## src/design/bdsb_pkg.sv

```systemverilog
package bdsb_pkg;

    localparam int HIGH_COLS   = 128;
    localparam int LOW_COLS    = 64;
    localparam int SCROLL_STEP = 4;

    localparam int HIGH_ROWS = HIGH_COLS / 2;
    localparam int LOW_ROWS  = LOW_COLS / 2;
    localparam int WORD_W    = LOW_COLS;
    localparam int HI_ROW_WORDS = HIGH_COLS / WORD_W;
    localparam int HI_SH     = $clog2(HI_ROW_WORDS);
    localparam int DEPTH     = HIGH_ROWS * HI_ROW_WORDS;
    localparam int LOW_WORDS = LOW_ROWS;
    localparam int ADDR_W    = $clog2(DEPTH);
    localparam int BIT_W     = $clog2(WORD_W);
    localparam int IDX_W     = 13;
    localparam int AMT_W     = 4;
    localparam int CMD_W     = 3;
    localparam int LOW_AREA  = LOW_COLS * LOW_ROWS;
    localparam int HIGH_AREA = HIGH_COLS * HIGH_ROWS;

    typedef enum logic [CMD_W-1:0] {
        CMD_SET_PIXEL    = 3'd0,
        CMD_SET_MODE     = 3'd1,
        CMD_SCROLL_LEFT  = 3'd2,
        CMD_SCROLL_RIGHT = 3'd3,
        CMD_SCROLL_DOWN  = 3'd4,
        CMD_CLEAR        = 3'd5,
        CMD_READ_PIXEL   = 3'd6
    } cmd_t;

    typedef logic [WORD_W-1:0] word_t;
    typedef logic [ADDR_W-1:0] addr_t;

    typedef struct packed {
        logic load;
        logic rd_en;
        logic rd_sweep;
        logic wb_en;
        logic sweep_start;
        logic sweep_step;
        logic set_mode;
        logic clear_all;
        logic out_load;
    } ctrl_cmd_t;

    typedef struct packed {
        cmd_t cmd;
        logic mode_change;
        logic sweep_last;
        logic out_free;
    } ctrl_stat_t;

endpackage

```

## src/design/bdsb_ctrl.sv

```systemverilog
module bdsb_ctrl
    import bdsb_pkg::*;
(
    input  logic       clk,
    input  logic       rst_n,
    input  logic       in_valid,
    output logic       in_ready,
    input  ctrl_stat_t stat,
    output ctrl_cmd_t  ctrl
);

    typedef enum logic [2:0] {
        S_IDLE,
        S_DISPATCH,
        S_SWEEP,
        S_FLUSH,
        S_FETCH,
        S_CAPTURE
    } state_t;

    state_t state_reg;
    state_t state_next;

    assign in_ready = (state_reg == S_IDLE);

    always_comb
    begin
        ctrl       = '0;
        state_next = state_reg;
        case (state_reg)
            S_IDLE:
            begin
                if (in_valid)
                begin
                    ctrl.load  = 1'b1;
                    state_next = S_DISPATCH;
                end
            end
            S_DISPATCH:
            begin
                case (stat.cmd)
                    CMD_SET_PIXEL:
                    begin
                        ctrl.rd_en = 1'b1;
                        ctrl.wb_en = 1'b1;
                        state_next = S_FLUSH;
                    end
                    CMD_SET_MODE:
                    begin
                        if (stat.mode_change)
                        begin
                            ctrl.set_mode  = 1'b1;
                            ctrl.clear_all = 1'b1;
                        end
                        state_next = S_FETCH;
                    end
                    CMD_SCROLL_LEFT, CMD_SCROLL_RIGHT, CMD_SCROLL_DOWN:
                    begin
                        ctrl.sweep_start = 1'b1;
                        state_next       = S_SWEEP;
                    end
                    CMD_CLEAR:
                    begin
                        ctrl.clear_all = 1'b1;
                        state_next     = S_FETCH;
                    end
                    default:
                    begin
                        state_next = S_FETCH;
                    end
                endcase
            end
            S_SWEEP:
            begin
                ctrl.rd_en      = 1'b1;
                ctrl.rd_sweep   = 1'b1;
                ctrl.wb_en      = 1'b1;
                ctrl.sweep_step = 1'b1;
                if (stat.sweep_last)
                begin
                    state_next = S_FLUSH;
                end
            end
            S_FLUSH:
            begin
                state_next = S_FETCH;
            end
            S_FETCH:
            begin
                ctrl.rd_en = 1'b1;
                state_next = S_CAPTURE;
            end
            S_CAPTURE:
            begin
                if (stat.out_free)
                begin
                    ctrl.out_load = 1'b1;
                    state_next    = S_IDLE;
                end
            end
            default:
            begin
                state_next = S_IDLE;
            end
        endcase
    end

    always_ff @(posedge clk or negedge rst_n)
    begin
        if (!rst_n)
        begin
            state_reg <= S_IDLE;
        end
        else
        begin
            state_reg <= state_next;
        end
    end

endmodule

```

## config.mk

```make
export PLATFORM = sky130hd
export DESIGN_NAME = bdsb_ctrl
export DESIGN_NICKNAME = d
export VERILOG_FILES = /design/src/design/bdsb_pkg.sv /design/src/design/bdsb_ctrl.sv
export SDC_FILE = /design/constraint.sdc
export NUM_CORES = 1
export LEC_CHECK = 0
export BUFFER_PORTS_ARGS = -buffer_cell sky130_fd_sc_hd__buf_2
export CAP_MARGIN = 20
export CORE_AREA = 2 2 39 41
export DETAILED_ROUTE_END_ITERATION = 12
export DIE_AREA = 0 0 41 43
export GPL_TIMING_DRIVEN = 0
export PLACE_DENSITY = 0.58
export SLEW_MARGIN = 0
export SYNTH_ARGS = -nofsm -noshare
export SYNTH_HDL_FRONTEND = slang
export SYNTH_SLANG_ARGS = --single-unit
```

## constraint.sdc

```tcl
create_clock -name clk -period 2.05 [get_ports clk]
set_input_delay 0.1025 -clock clk [delete_from_list [all_inputs] [get_ports clk]]
set_output_delay 0.1025 -clock clk [all_outputs]
set_load 0.05 [all_outputs]
```

# ---- Word level (Yosys, flattened, before mapping)
# Cells that the tools add are included.
dict set report totals {
  ff_bits 3
  out_inout_bits 10
  wordCells 38
}
dict set report op_classes {
  eq_ne 13
  mux 19
  reduce_logical 5
}
# operator n
set op_table {}
lappend op_table {{3-bit case mux with 6 select lines} 1}
lappend op_table {{3-bit by 2-bit equality test with 1-bit output (second input constant)} 4}
lappend op_table {{3-bit equality test (second input constant)} 4}
lappend op_table {{1-bit 2-to-1 mux} 9}
lappend op_table {{3-bit 2-to-1 mux} 3}
lappend op_table {{3-bit by 1-bit equality test with 1-bit output (second input constant)} 2}
lappend op_table {{3-bit zero test} 2}
lappend op_table {{2-bit != test (second input constant)} 3}
lappend op_table {{1-bit case mux with 2 select lines} 3}
lappend op_table {{3-bit case mux with 2 select lines} 1}
lappend op_table {{2-bit 2-to-1 mux} 2}
lappend op_table {{3-bit AND reduction} 1}
lappend op_table {{3-bit OR reduction} 1}
lappend op_table {{2-bit OR reduction} 1}

# ---- Logic depth before layout (Yosys ltp)
# Gate-level depths: netlist of the first run.
dict set report logic_depth {
  word_depth 4
  ltp_mapped 6
  mapped_depth_nobuf 5
}

# ---- Worst setup path before layout of the first run
# OpenSTA, ideal clock, no wires.
dict set report synth_timing {
  path_type {reg-to-output}
  start {register state_reg[0]}
  end {output ctrl[8] (netlist name)}
  t_arrival_ns 1.765
  path_slack_ns 0.183
  stages_incl_launch_ff 4
  path_buffers 1
  path_cell_list {dfrtp_1 buf_6 nor2b_1 nor3b_1}
}
# element line_no
set synth_lines {}
lappend synth_lines {{from (decl)} bdsb_ctrl.sv:21} ;# state_t state_reg;
lappend synth_lines {{from (signal assigned)} bdsb_ctrl.sv:116} ;# state_reg <= state_next;
lappend synth_lines {{to (decl)} bdsb_ctrl.sv:9} ;# output ctrl_cmd_t ctrl

==> results of run 1 <==
==> through the flow <==
step                util (%)  total power, W  hold slack, ns  instance area, um^2
global placement        30.5        0.000706          -0.102                  422
global route            33.1        0.000879           0.111                  458
floorplan                  -        0.000599          -0.193                  312
detailed placement      30.5        0.000708          -0.101                  422
finish                  33.1        0.000810          0.0944                  458
CTS                     33.1        0.000821          0.0899                  458
==> per-layer routing <==
metal / vias up / wire length [um]
met5: - / 0
met2: 18 / 333
met3: 2 / 81
met4: 0 / 10
met1: 148 / 313
li1: 180 / -
==> final cells by class <==
| type | instances | share of cell area (%) |
|---|---|---|
| tap | 16 | 4.37 |
| inverter | 1 | 0.820 |
| buffer | 4 | 6.83 |
| multi-input combinational | 31 | 44.0 |
| sequential | 3 | 16.4 |
| timing repair buffer | 19 | 21.9 |
| clock buffer | 4 | 5.74 |
==> power by group <==
| group | internal, W | switching, W | total (W) |
|---|---|---|---|
| Sequential | 0.0000892 | 0.00000840 | 0.0000976 |
| Clock | 0.0000730 | 0.0000314 | 0.000104 |
| Combinational | 0.000191 | 0.000417 | 0.000608 |
==> logic make-up (layout without fill, tap and decap cells) <==
group           after synthesis  in the layout  share of synthesized area [%]
mux                           1              1                           3.21
flops                         3              3                           24.1
compound gates                7              7                           14.1
simple gates                 23             23                           47.4
buf+inv                       5             28                           11.2
==> worst min-delay path, delay by kind of cell <==
family                 cells  cell delay, ns
buffers and inverters      1            0.08
AND/OR/NAND/NOR            2            0.11
==> synth_stat cells <==
cell type and number:
nor2b_1 2, a21oi_1 2, nand2_1 4, nand2b_1 2, buf_4 2, nor3b_2 1, nor2b_4 1, nor3_1 1
nor4b_2 1, nor2_1 7, o21bai_1 1, inv_2 1, o211ai_1 1, o21ai_0 1, nor3b_1 1, mux2i_1 1
o21ai_1 1, dfrtp_1 3, a22o_1 1, nand3_1 1, buf_2 1, buf_6 1, nor4_2 1, nand3_2 1
==> final timing paths <==
check / to / slack, ns
setup reg to reg: state_reg[2] / 1.03
setup / recovery: ctrl[7] / 0.46
hold reg to reg: state_reg[2] / 0.67
hold / removal: state_reg[0] / 0.09
max in group asynchronous: state_reg[2] / 1.76
min in group asynchronous: state_reg[0] / 0.19
==> timing repair <==
item | in CTS | in global routing
endpoints found under the setup margin | 0 | 0
hold buffers | 1 | 0
hold endpoints to repair | 3 | 0
==> key figures, run 1 <==
Outcome
  – Outcome: completed

Clock tree
  – Num CTS Buffers: 3
  – TritonCTS Sinks: 3
  – Clock latency on the worst-skew pair: around 0.24 ns
  – Post-CTS sizing: 0
  – Post-CTS Setup Inserts: 0
  – CTS tree: done
  – Clock Tree Buf Depth: 2
  – H-tree Lvls: 1
  – Root buffer cell: clkbuf_4
  – Clk slew on worst S/H paths: 0.04 ns

Logic synthesis
  – Mapped Area: 312 um^2
  – Synth cell types: 24
  – Share of the synthesized area in the top cell type: between 20% and 30%
  – Synthesized area per cell: approximately 8 um^2
  – #FFs+latches synth: 3
  – Leading area contributor after synthesis: dfrtp_1
  – Synth Warn #: 0
  – Syn_nets: 48
  – Sequential fraction of the synthesis area: approximately a quarter
  – Synth Instances: 39
  – Most area-consuming cells after synthesis: dfrtp_1 (24%), nor2_1 (8.4%), buf_4 (4.8%), nand2_1 (4.8%), nor4b_2 (4.8%)

Critical path
  – CP startpoint: state_reg[1]
  – R2R depth: 3
  – CP bufs+invs: 2
  – Slowest cell delay on critical path: approximately 0.35 ns
  – Crit path max fanout: 10
  – Worst path slowest cell: dfrtp_1
  – Worst path depth: 5
  – Worst setup SP type: flip-flop
  – Crit path max-delay family: buffers and inverters
  – CP arrival: roughly 1.5 ns
  – Worst Setup End Kind: output port
  – Critical path type: flip-flop to output port
  – RR Startpoint: state_reg[1]
  – Cell Chain, Critical Path: buf_2, nor4_2, nand2_1, o211ai_1, buf_2
  – Most common cell on crit path: buf_2
  – Critical Path RT: between 1.5 and 2 ns

Job
  – MaxCap Viol Count: 0

Global route
  – Antenna violations before repair: 0
  – GRT Total Usage: 9.81%
  – Routing usage on met2: between 10% and 20%
  – First-pass GRT wire length: approximately 1100 um
  – Grt total ovfl: 0
  – Largest net degree at the start of global routing: 11
  – GRT met1 Usage: about 11%
  – Met3 usage: about 4.7%
  – Vias in the first global route: around 280
  – Busiest layer in global routing: met2

Cells and area
  – Antenna cells: 0
  – Storage element area: 75.1 um^2
  – Filler cells: between 150 and 200
  – Final Non-Filler Cells: 78
  – Commonest non-fill, non-tap cell in the layout: buf_2
  – Layout cells sized above 1: between 50% and 60%
  – Layout area overhead: 47.0%
  – Multi-input gate area: approximately 200 um^2
  – Max reg flops: 3
  – Commonest cells after routing, fill and taps aside: buf_2 (19), nor2_1 (7), nand2_1 (4)
  – # nets final: 72

Timing
  – F_max: approximately 630 MHz
  – PnR worst setup slack: 0.462 ns
  – Fin. max-slew vios: 0
  – Final worst-path cycle share: 77.5%
  – RSZ-0062 raised after global routing: false
  – Rel. slew slack: slightly above 80%
  – Pin slew with the least headroom to its limit: 0.251 ns
  – Post-route setup TNS: 0 ns
  – Final hold violation count: 0
  – Setup Skew: around 0.0034 ns
  – Final setup fails: 0
  – Min cycle time layout: between 1.5 and 2 ns

Floorplanning
  – Core Area: around 1400 um^2
  – Row cnt: 14
  – Die span in x: roughly 40 um
  – Die Ht: 43 um
  – Io pins: 19
  – Initial core utilization: a little under a quarter
  – Die area: between 1500 and 2000 um^2

Worst hold path
  – Hold Path Class: input pin to flip-flop
  – Worst Hold Depth: 3
  – Hold path start: stat[1]

Place
  – # port buffers: 18
  – Dpl ws: approximately 0.74 ns
  – Dpl hpwl: 555 um
  – Placed instance count: 73
  – GPL Wtd Cong: 0.648

Detailed routing
  – DR iter-0 viols: 0
  – Drt pass-1 iters: 1
  – Drt wl/cell: ~9.5 um
  – DR vias: roughly 350
  – Total wire length: ~740 um
  – Drt drc: 0
  – DRT antenna net count: 0
  – Via density: between 4 and 5

Power and ir drop
  – Leak pwr: 0.235 nW
  – Power Density: ~1800 nW/um^2
  – Worst vdd ir: roughly 0.38 mV
No activity file was read; power rests on OpenSTA's default activity.
==> run 2: changes to the inputs <==
PLACE_DENSITY = 0.59   (was 0.58)
clock period = 1.3 ns   (was 2.05 ns; I/O delays follow)
==> run 2 against run 1 <==
Net effect:
- the flow now finishes with violations (setup timing)
- non-clock buffer count is 13 higher
- sequential share of layout area is 6.1 points lower
- largest cell class is now non-clock buffers
- clock-buffer cell count stayed put
- critical path depth stayed put
- utilization is 20 points higher
- clock skew is 0.0028 ns higher
- hold slack worse by 0.023 ns
==> key figures, run 2 (synthesis results as in run 1) <==
Timing
  – Pin slew with the least headroom to its limit: 0.259 ns (+0.00751 ns)
  – Setup Skew: 0.00619 ns (+0.00276 ns)
  – Final setup fails: 7 (+7)
  – Rel. slew slack: 82.7% (-0.36 points)
  – F_max: between 600 and 700 MHz
  – Final hold violation count: 0 (unchanged)
  – Min cycle time layout: between 1 and 1.5 ns
  – PnR worst setup slack: -0.138 ns (-0.600 ns)
  – Fin. max-slew vios: 0 (unchanged)
  – RSZ-0062 raised after global routing: true
  – Final worst-path cycle share: 111%

Worst hold path
  – Hold Path Class: input pin to flip-flop
  – Min-Delay Endpoint: state_reg[0]
  – Hold path start: stat[1]
  – Worst Hold Depth: 3 (unchanged)

Place
  – # port buffers: 18 (unchanged)
  – Dpl hpwl: 591 um (+6.5%)
  – GPL Wtd Cong: 0.674 (+4.0%)

Cells and area
  – Commonest cells after routing, fill and taps aside: buf_6 (13), buf_4 (12), buf_2 (8)
  – Antenna cells: 0 (unchanged)
  – Commonest non-fill, non-tap cell in the layout: buf_6
  – Max reg flops: 3 (unchanged)
  – Layout cells sized above 1: 72.0% (+22 points)
  – Layout area overhead: 135%
  – # nets final: 85 (+18%)
  – Final Util: 52.9% (+20 points)

Job
  – MaxCap Viol Count: 0 (unchanged)

Detailed routing
  – DR iter-0 viols: 9 (+9)
  – Total wire length: 1200 um (+62%)
  – Via density: 4.74 (+6.2%)
  – DRT antenna net count: 0 (unchanged)
  – Drt pass-1 iters: 5 (+4)
  – Drt wl/cell: 13.2 um (+39%)
  – Drt drc: 0 (unchanged)
  – DR vias: 431 (+24%)

Floorplanning
  – Die span in x: 41 um (unchanged)
  – Die Ht: 43 um (unchanged)
  – Initial core utilization: 22.5% (unchanged)
  – Die area: 1760 um^2 (unchanged)
  – Row cnt: 14 (unchanged)
  – Core Area: 1380 um^2 (unchanged)
  – Io pins: 19 (unchanged)

Clock tree
  – Clk slew on worst S/H paths: 0.04 ns (about the same)
  – TritonCTS Sinks: 3 (unchanged)
  – Num CTS Buffers: 3 (unchanged)
  – Root buffer cell: clkbuf_4
  – Clock latency on the worst-skew pair: 0.23 ns (about the same)
  – CTS tree: done
  – H-tree Lvls: 1 (unchanged)
  – Clock Tree Buf Depth: 2 (unchanged)

Power and ir drop
  – Worst vdd ir: 0.969 mV (+150%)
  – Final Power: 0.00202 W (+150%)
  – Leak pwr: 0.338 nW (+44%)
  – Power Density: 2770 nW/um^2 (+56%)

Global route
  – First-pass GRT wire length: 1540 um (+36%)
  – Vias in the first global route: 377 (+34%)
  – Antenna violations before repair: 0 (unchanged)
  – GRT Total Usage: 12.5% (+2.7 points)
  – Largest net degree at the start of global routing: 11 (unchanged)
  – Grt total ovfl: 0 (unchanged)

Critical path
  – Cell Chain, Critical Path: buf_6, nor4_4, nand2_1, o211ai_1, buf_4
  – Worst setup SP type: flip-flop
  – Crit path max-delay family: buffers and inverters
  – R2r endpoint: state_reg[1]
  – RR Startpoint: state_reg[2]
  – R2R depth: 7 (+4)
  – Slowest cell delay on critical path: 0.36 ns (about the same)
  – CP arrival: 1.37 ns (-0.12 ns)
  – Worst Setup End Kind: output port
  – Critical Path RT: 1.24 ns (-0.71 ns)
  – R2R setup slack: 0.09 ns (-0.94 ns)
  – Worst path slowest cell: dfrtp_1
  – CP bufs+invs: 2 (unchanged)
  – Critical path type: flip-flop to output port
  – Crit path max fanout: 10 (unchanged)

Outcome
  – Failing checks: setup timing
  – Outcome: finished, violations left
==> run 2: area by class of cell <==
cell class	count	area (um^2)
flip-flops and latches	3	75.1
well taps	16	20.0
clock buffers	4	26.3
repair buffers	32	272
plain buffers	4	45.0
inverters	1	3.75
multi-input cells	31	290
fillers	122	652
==> run 2: power breakdown <==
group,switching (W),internal (W)
Combinational,0.000915,0.000781
Clock,0.0000506,0.000115
Sequential,0.0000204,0.000141
==> run 2: tightest hold or removal path, delay by kind of cell <==
kind | cells | cell delay, ns
buffers and inverters | 1 | 0.07
and+or+nand+nor | 2 | 0.13
==> run 2: metal layers <==
| metal | track usage [%] | routed length [um] |
|---|---|---|
| met5 | 0 | 0 |
| met3 | 2.62 | 67 |
| met1 | 15.1 | 442 |
| met4 | 6.00 | 13 |
| met2 | 20.0 | 674 |
==> run 2: how the worst max path moves through the flow <==
stage	startpoint	end	slack (ns)	depth (start not counted)
after CTS	state_reg[2]	ctrl[2]	-0.12	5
final	state_reg[1]	ctrl[7]	-0.14	5
after global routing	state_reg[0]	ctrl[2]	-0.20	5
after floorplan	state_reg[1]	ctrl[7]	-0.19	3
after global placement	state_reg[2]	ctrl[2]	0.03	5
after detailed placement	state_reg[0]	ctrl[2]	0.009	5
==> run 2: what timing repair did <==
action,in CTS,in global routing
setup buffers,7,6
hold buffers,1,0
hold endpoints to repair,3,0
gates resized for setup,20,15
pin swaps,2,4
endpoints found under the setup margin,8,10
==> run 2: per-stage QoR <==
stage | setup slack (ns) | area [um^2] | hold WS [ns] | instances | setup TNS [ns]
final | -0.138 | 732 | 0.0714 | 91 | -0.658
after global routing | -0.197 | 732 | 0.0844 | 91 | -1.17
after CTS | -0.123 | 628 | 0.0625 | 85 | -0.315
after detailed placement | 0.00925 | 469 | -0.136 | 73 | 0
after global placement | 0.0252 | 469 | -0.137 | 73 | 0
after floorplan | -0.188 | 359 | -0.231 | 39 | -0.269
==> run 3: changes to the inputs <==
SKIP_CTS_REPAIR_TIMING = 1   (was unset)
==> run 3 against run 2 <==
Net effect:
- the flow still finishes with violations (setup timing)
- fmax rose by 1.3%
- setup slack better by 0.019 ns
- largest cell class is now multi-input combinational cells
- clock-buffer cell count did not move
- total power shrank 19%
- sequential power about the same
- clock skew is 0.0028 ns lower
- final cell count fell by 9.9%
- clock power is 2% lower
- global-route usage shrank 2.1 points
==> key figures, run 3 (synthesis results as in run 1) <==
Outcome
  – Outcome: finished, violations left
  – Failing checks: setup timing

Timing
  – Post-route setup TNS: -0.485 ns (+0.173 ns)
  – RSZ-0062 raised after global routing: true
  – Final worst-path cycle share: 109% (-1.4 points)
  – Final setup fails: 5 (-2)
  – Min cycle time layout: 1.42 ns (-0.0188 ns)
  – Rel. slew slack: 82.9% (+0.13 points)
  – Pin slew with the least headroom to its limit: 0.257 ns (-0.00197 ns)
  – Fin. max-slew vios: 0 (unchanged)
  – PnR worst setup slack: -0.120 ns (+0.0188 ns)
  – F_max: 704 MHz (+1.3%)
  – Final hold violation count: 0 (unchanged)
  – Setup Skew: 0.00344 ns (-0.00275 ns)

Worst hold path
  – Hold path start: stat[1]
  – Min-Delay Endpoint: state_reg[0]
  – Worst Hold Depth: 3 (unchanged)
  – Hold Path Class: input pin to flip-flop

Power and ir drop
  – Power Density: 2630 nW/um^2 (-5.1%)
  – Worst vdd ir: 0.848 mV (-13%)
  – Leak pwr: 0.284 nW (-16%)

Place
  – # port buffers: 18 (unchanged)
  – GPL Wtd Cong: 0.674 (unchanged)
  – Placed instance count: 73 (unchanged)
  – Dpl hpwl: 591 um (unchanged)
  – Dpl ws: 0.00925 ns (unchanged)

Critical path
  – R2R setup slack: 0.27 ns (+0.18 ns)
  – Critical path type: flip-flop to output port
  – R2R depth: 6 (-1)
  – Critical Path RT: 1.24 ns (about the same)
  – R2r endpoint: state_reg[0]
  – RR Startpoint: state_reg[2]
  – Crit path max fanout: 8 (-2)
  – Worst setup SP type: flip-flop
  – CP arrival: 1.35 ns (-0.02 ns)
  – Worst Setup End Kind: output port

Global route
  – First-pass GRT wire length: 1280 um (-17%)
  – Antenna violations before repair: 0 (unchanged)
  – Largest net degree at the start of global routing: 11 (unchanged)
  – GRT Total Usage: 10.4% (-2.1 points)
  – Vias in the first global route: 321 (-15%)
  – Grt total ovfl: 0 (unchanged)

Floorplanning
  – Die Ht: 43 um (unchanged)
  – Initial core utilization: 22.5% (unchanged)
  – Row cnt: 14 (unchanged)
  – Die span in x: 41 um (unchanged)
  – Io pins: 19 (unchanged)
  – Core Area: 1380 um^2 (unchanged)
  – Die area: 1760 um^2 (unchanged)

Clock tree
  – Clock Tree Buf Depth: 2 (unchanged)
  – TritonCTS Sinks: 3 (unchanged)
  – H-tree Lvls: 1 (unchanged)
  – Num CTS Buffers: 3 (unchanged)
  – Clk slew on worst S/H paths: 0.04 ns (about the same)
  – CTS tree: done
  – Clock latency on the worst-skew pair: 0.23 ns (about the same)
  – Root buffer cell: clkbuf_4

Detailed routing
  – Total wire length: 906 um (-24%)
  – DRT antenna net count: 0 (unchanged)
  – DR vias: 379 (-12%)
  – Drt drc: 0 (unchanged)
  – Drt pass-1 iters: 4 (-1)
  – Via density: 4.62 (-2.4%)
  – Drt wl/cell: 11.0 um (-16%)
  – DR iter-0 viols: 7 (-2)

Cells and area
  – Max reg flops: 3 (unchanged)
  – Final Non-Filler Cells: 82 (-9.9%)
  – Antenna cells: 0 (unchanged)
  – # nets final: 76 (-11%)
  – Layout cells sized above 1: 63.6% (-8.4 points)
  – Final Util: 45.4% (-7.5 points)
  – Commonest cells after routing, fill and taps aside: buf_6 (8), buf_2 (8), buf_4 (7)
  – Layout area overhead: 102%

Job
  – MaxCap Viol Count: 0 (unchanged)
## run 3: worst max path at each step
stage | from | endpoint | slack [ns] | depth (start not counted)
6_report | state_reg[2] | ctrl[1] | -0.12 | 6
5_1_grt | state_reg[2] | ctrl[2] | -0.19 | 5
4_1_cts | state_reg[0] | ctrl[2] | -0.24 | 5
3_5_place_dp | state_reg[0] | ctrl[2] | 0.009 | 5
3_3_place_gp | state_reg[2] | ctrl[2] | 0.03 | 5
2_1_floorplan | state_reg[1] | ctrl[7] | -0.19 | 3
## run 3: area by class of cell
class                      instances  area [um^2]
timing repair buffer              23          196
sequential                         3         75.1
buffer                             4         41.3
multi-input combinational         31          265
clock buffer                       4         26.3
tap                               16         20.0
fill                             132          756
inverter                           1         3.75
## run 3: stage by stage
| stage | power [W] | area (um^2) | hold WS (ns) |
|---|---|---|---|
| 3_5_place_dp | 0.00124 | 469 | -0.136 |
| 2_1_floorplan | 0.00107 | 359 | -0.231 |
| 5_1_grt | 0.00174 | 628 | 0.0827 |
| 3_3_place_gp | 0.00124 | 469 | -0.137 |
| 6_report | 0.00165 | 628 | 0.0865 |
| 4_1_cts | 0.00141 | 495 | -0.379 |
## run 3: critical path: stages (launching register included)
cell and delay, ns:
dfrtp_1 0.36, buf_6 0.14, nor2b_4 0.15, nand3_4 0.09
buf_4 0.15, nor2_4 0.08, buf_8 0.15
## run 3: power by group
part	switching (W)	total (W)	internal, W	leakage [nW]
clock	0.0000470	0.000162	0.000115	0.0150
sequential	0.0000209	0.000162	0.000141	0.0378
combinational	0.000774	0.00132	0.000551	0.231
## run 3: metal layers
layer	routed length, um	GRT usage (%)
met3	80	2.62
met2	502	15.3
met1	323	13.1
met4	0	6.00
met5	0	0
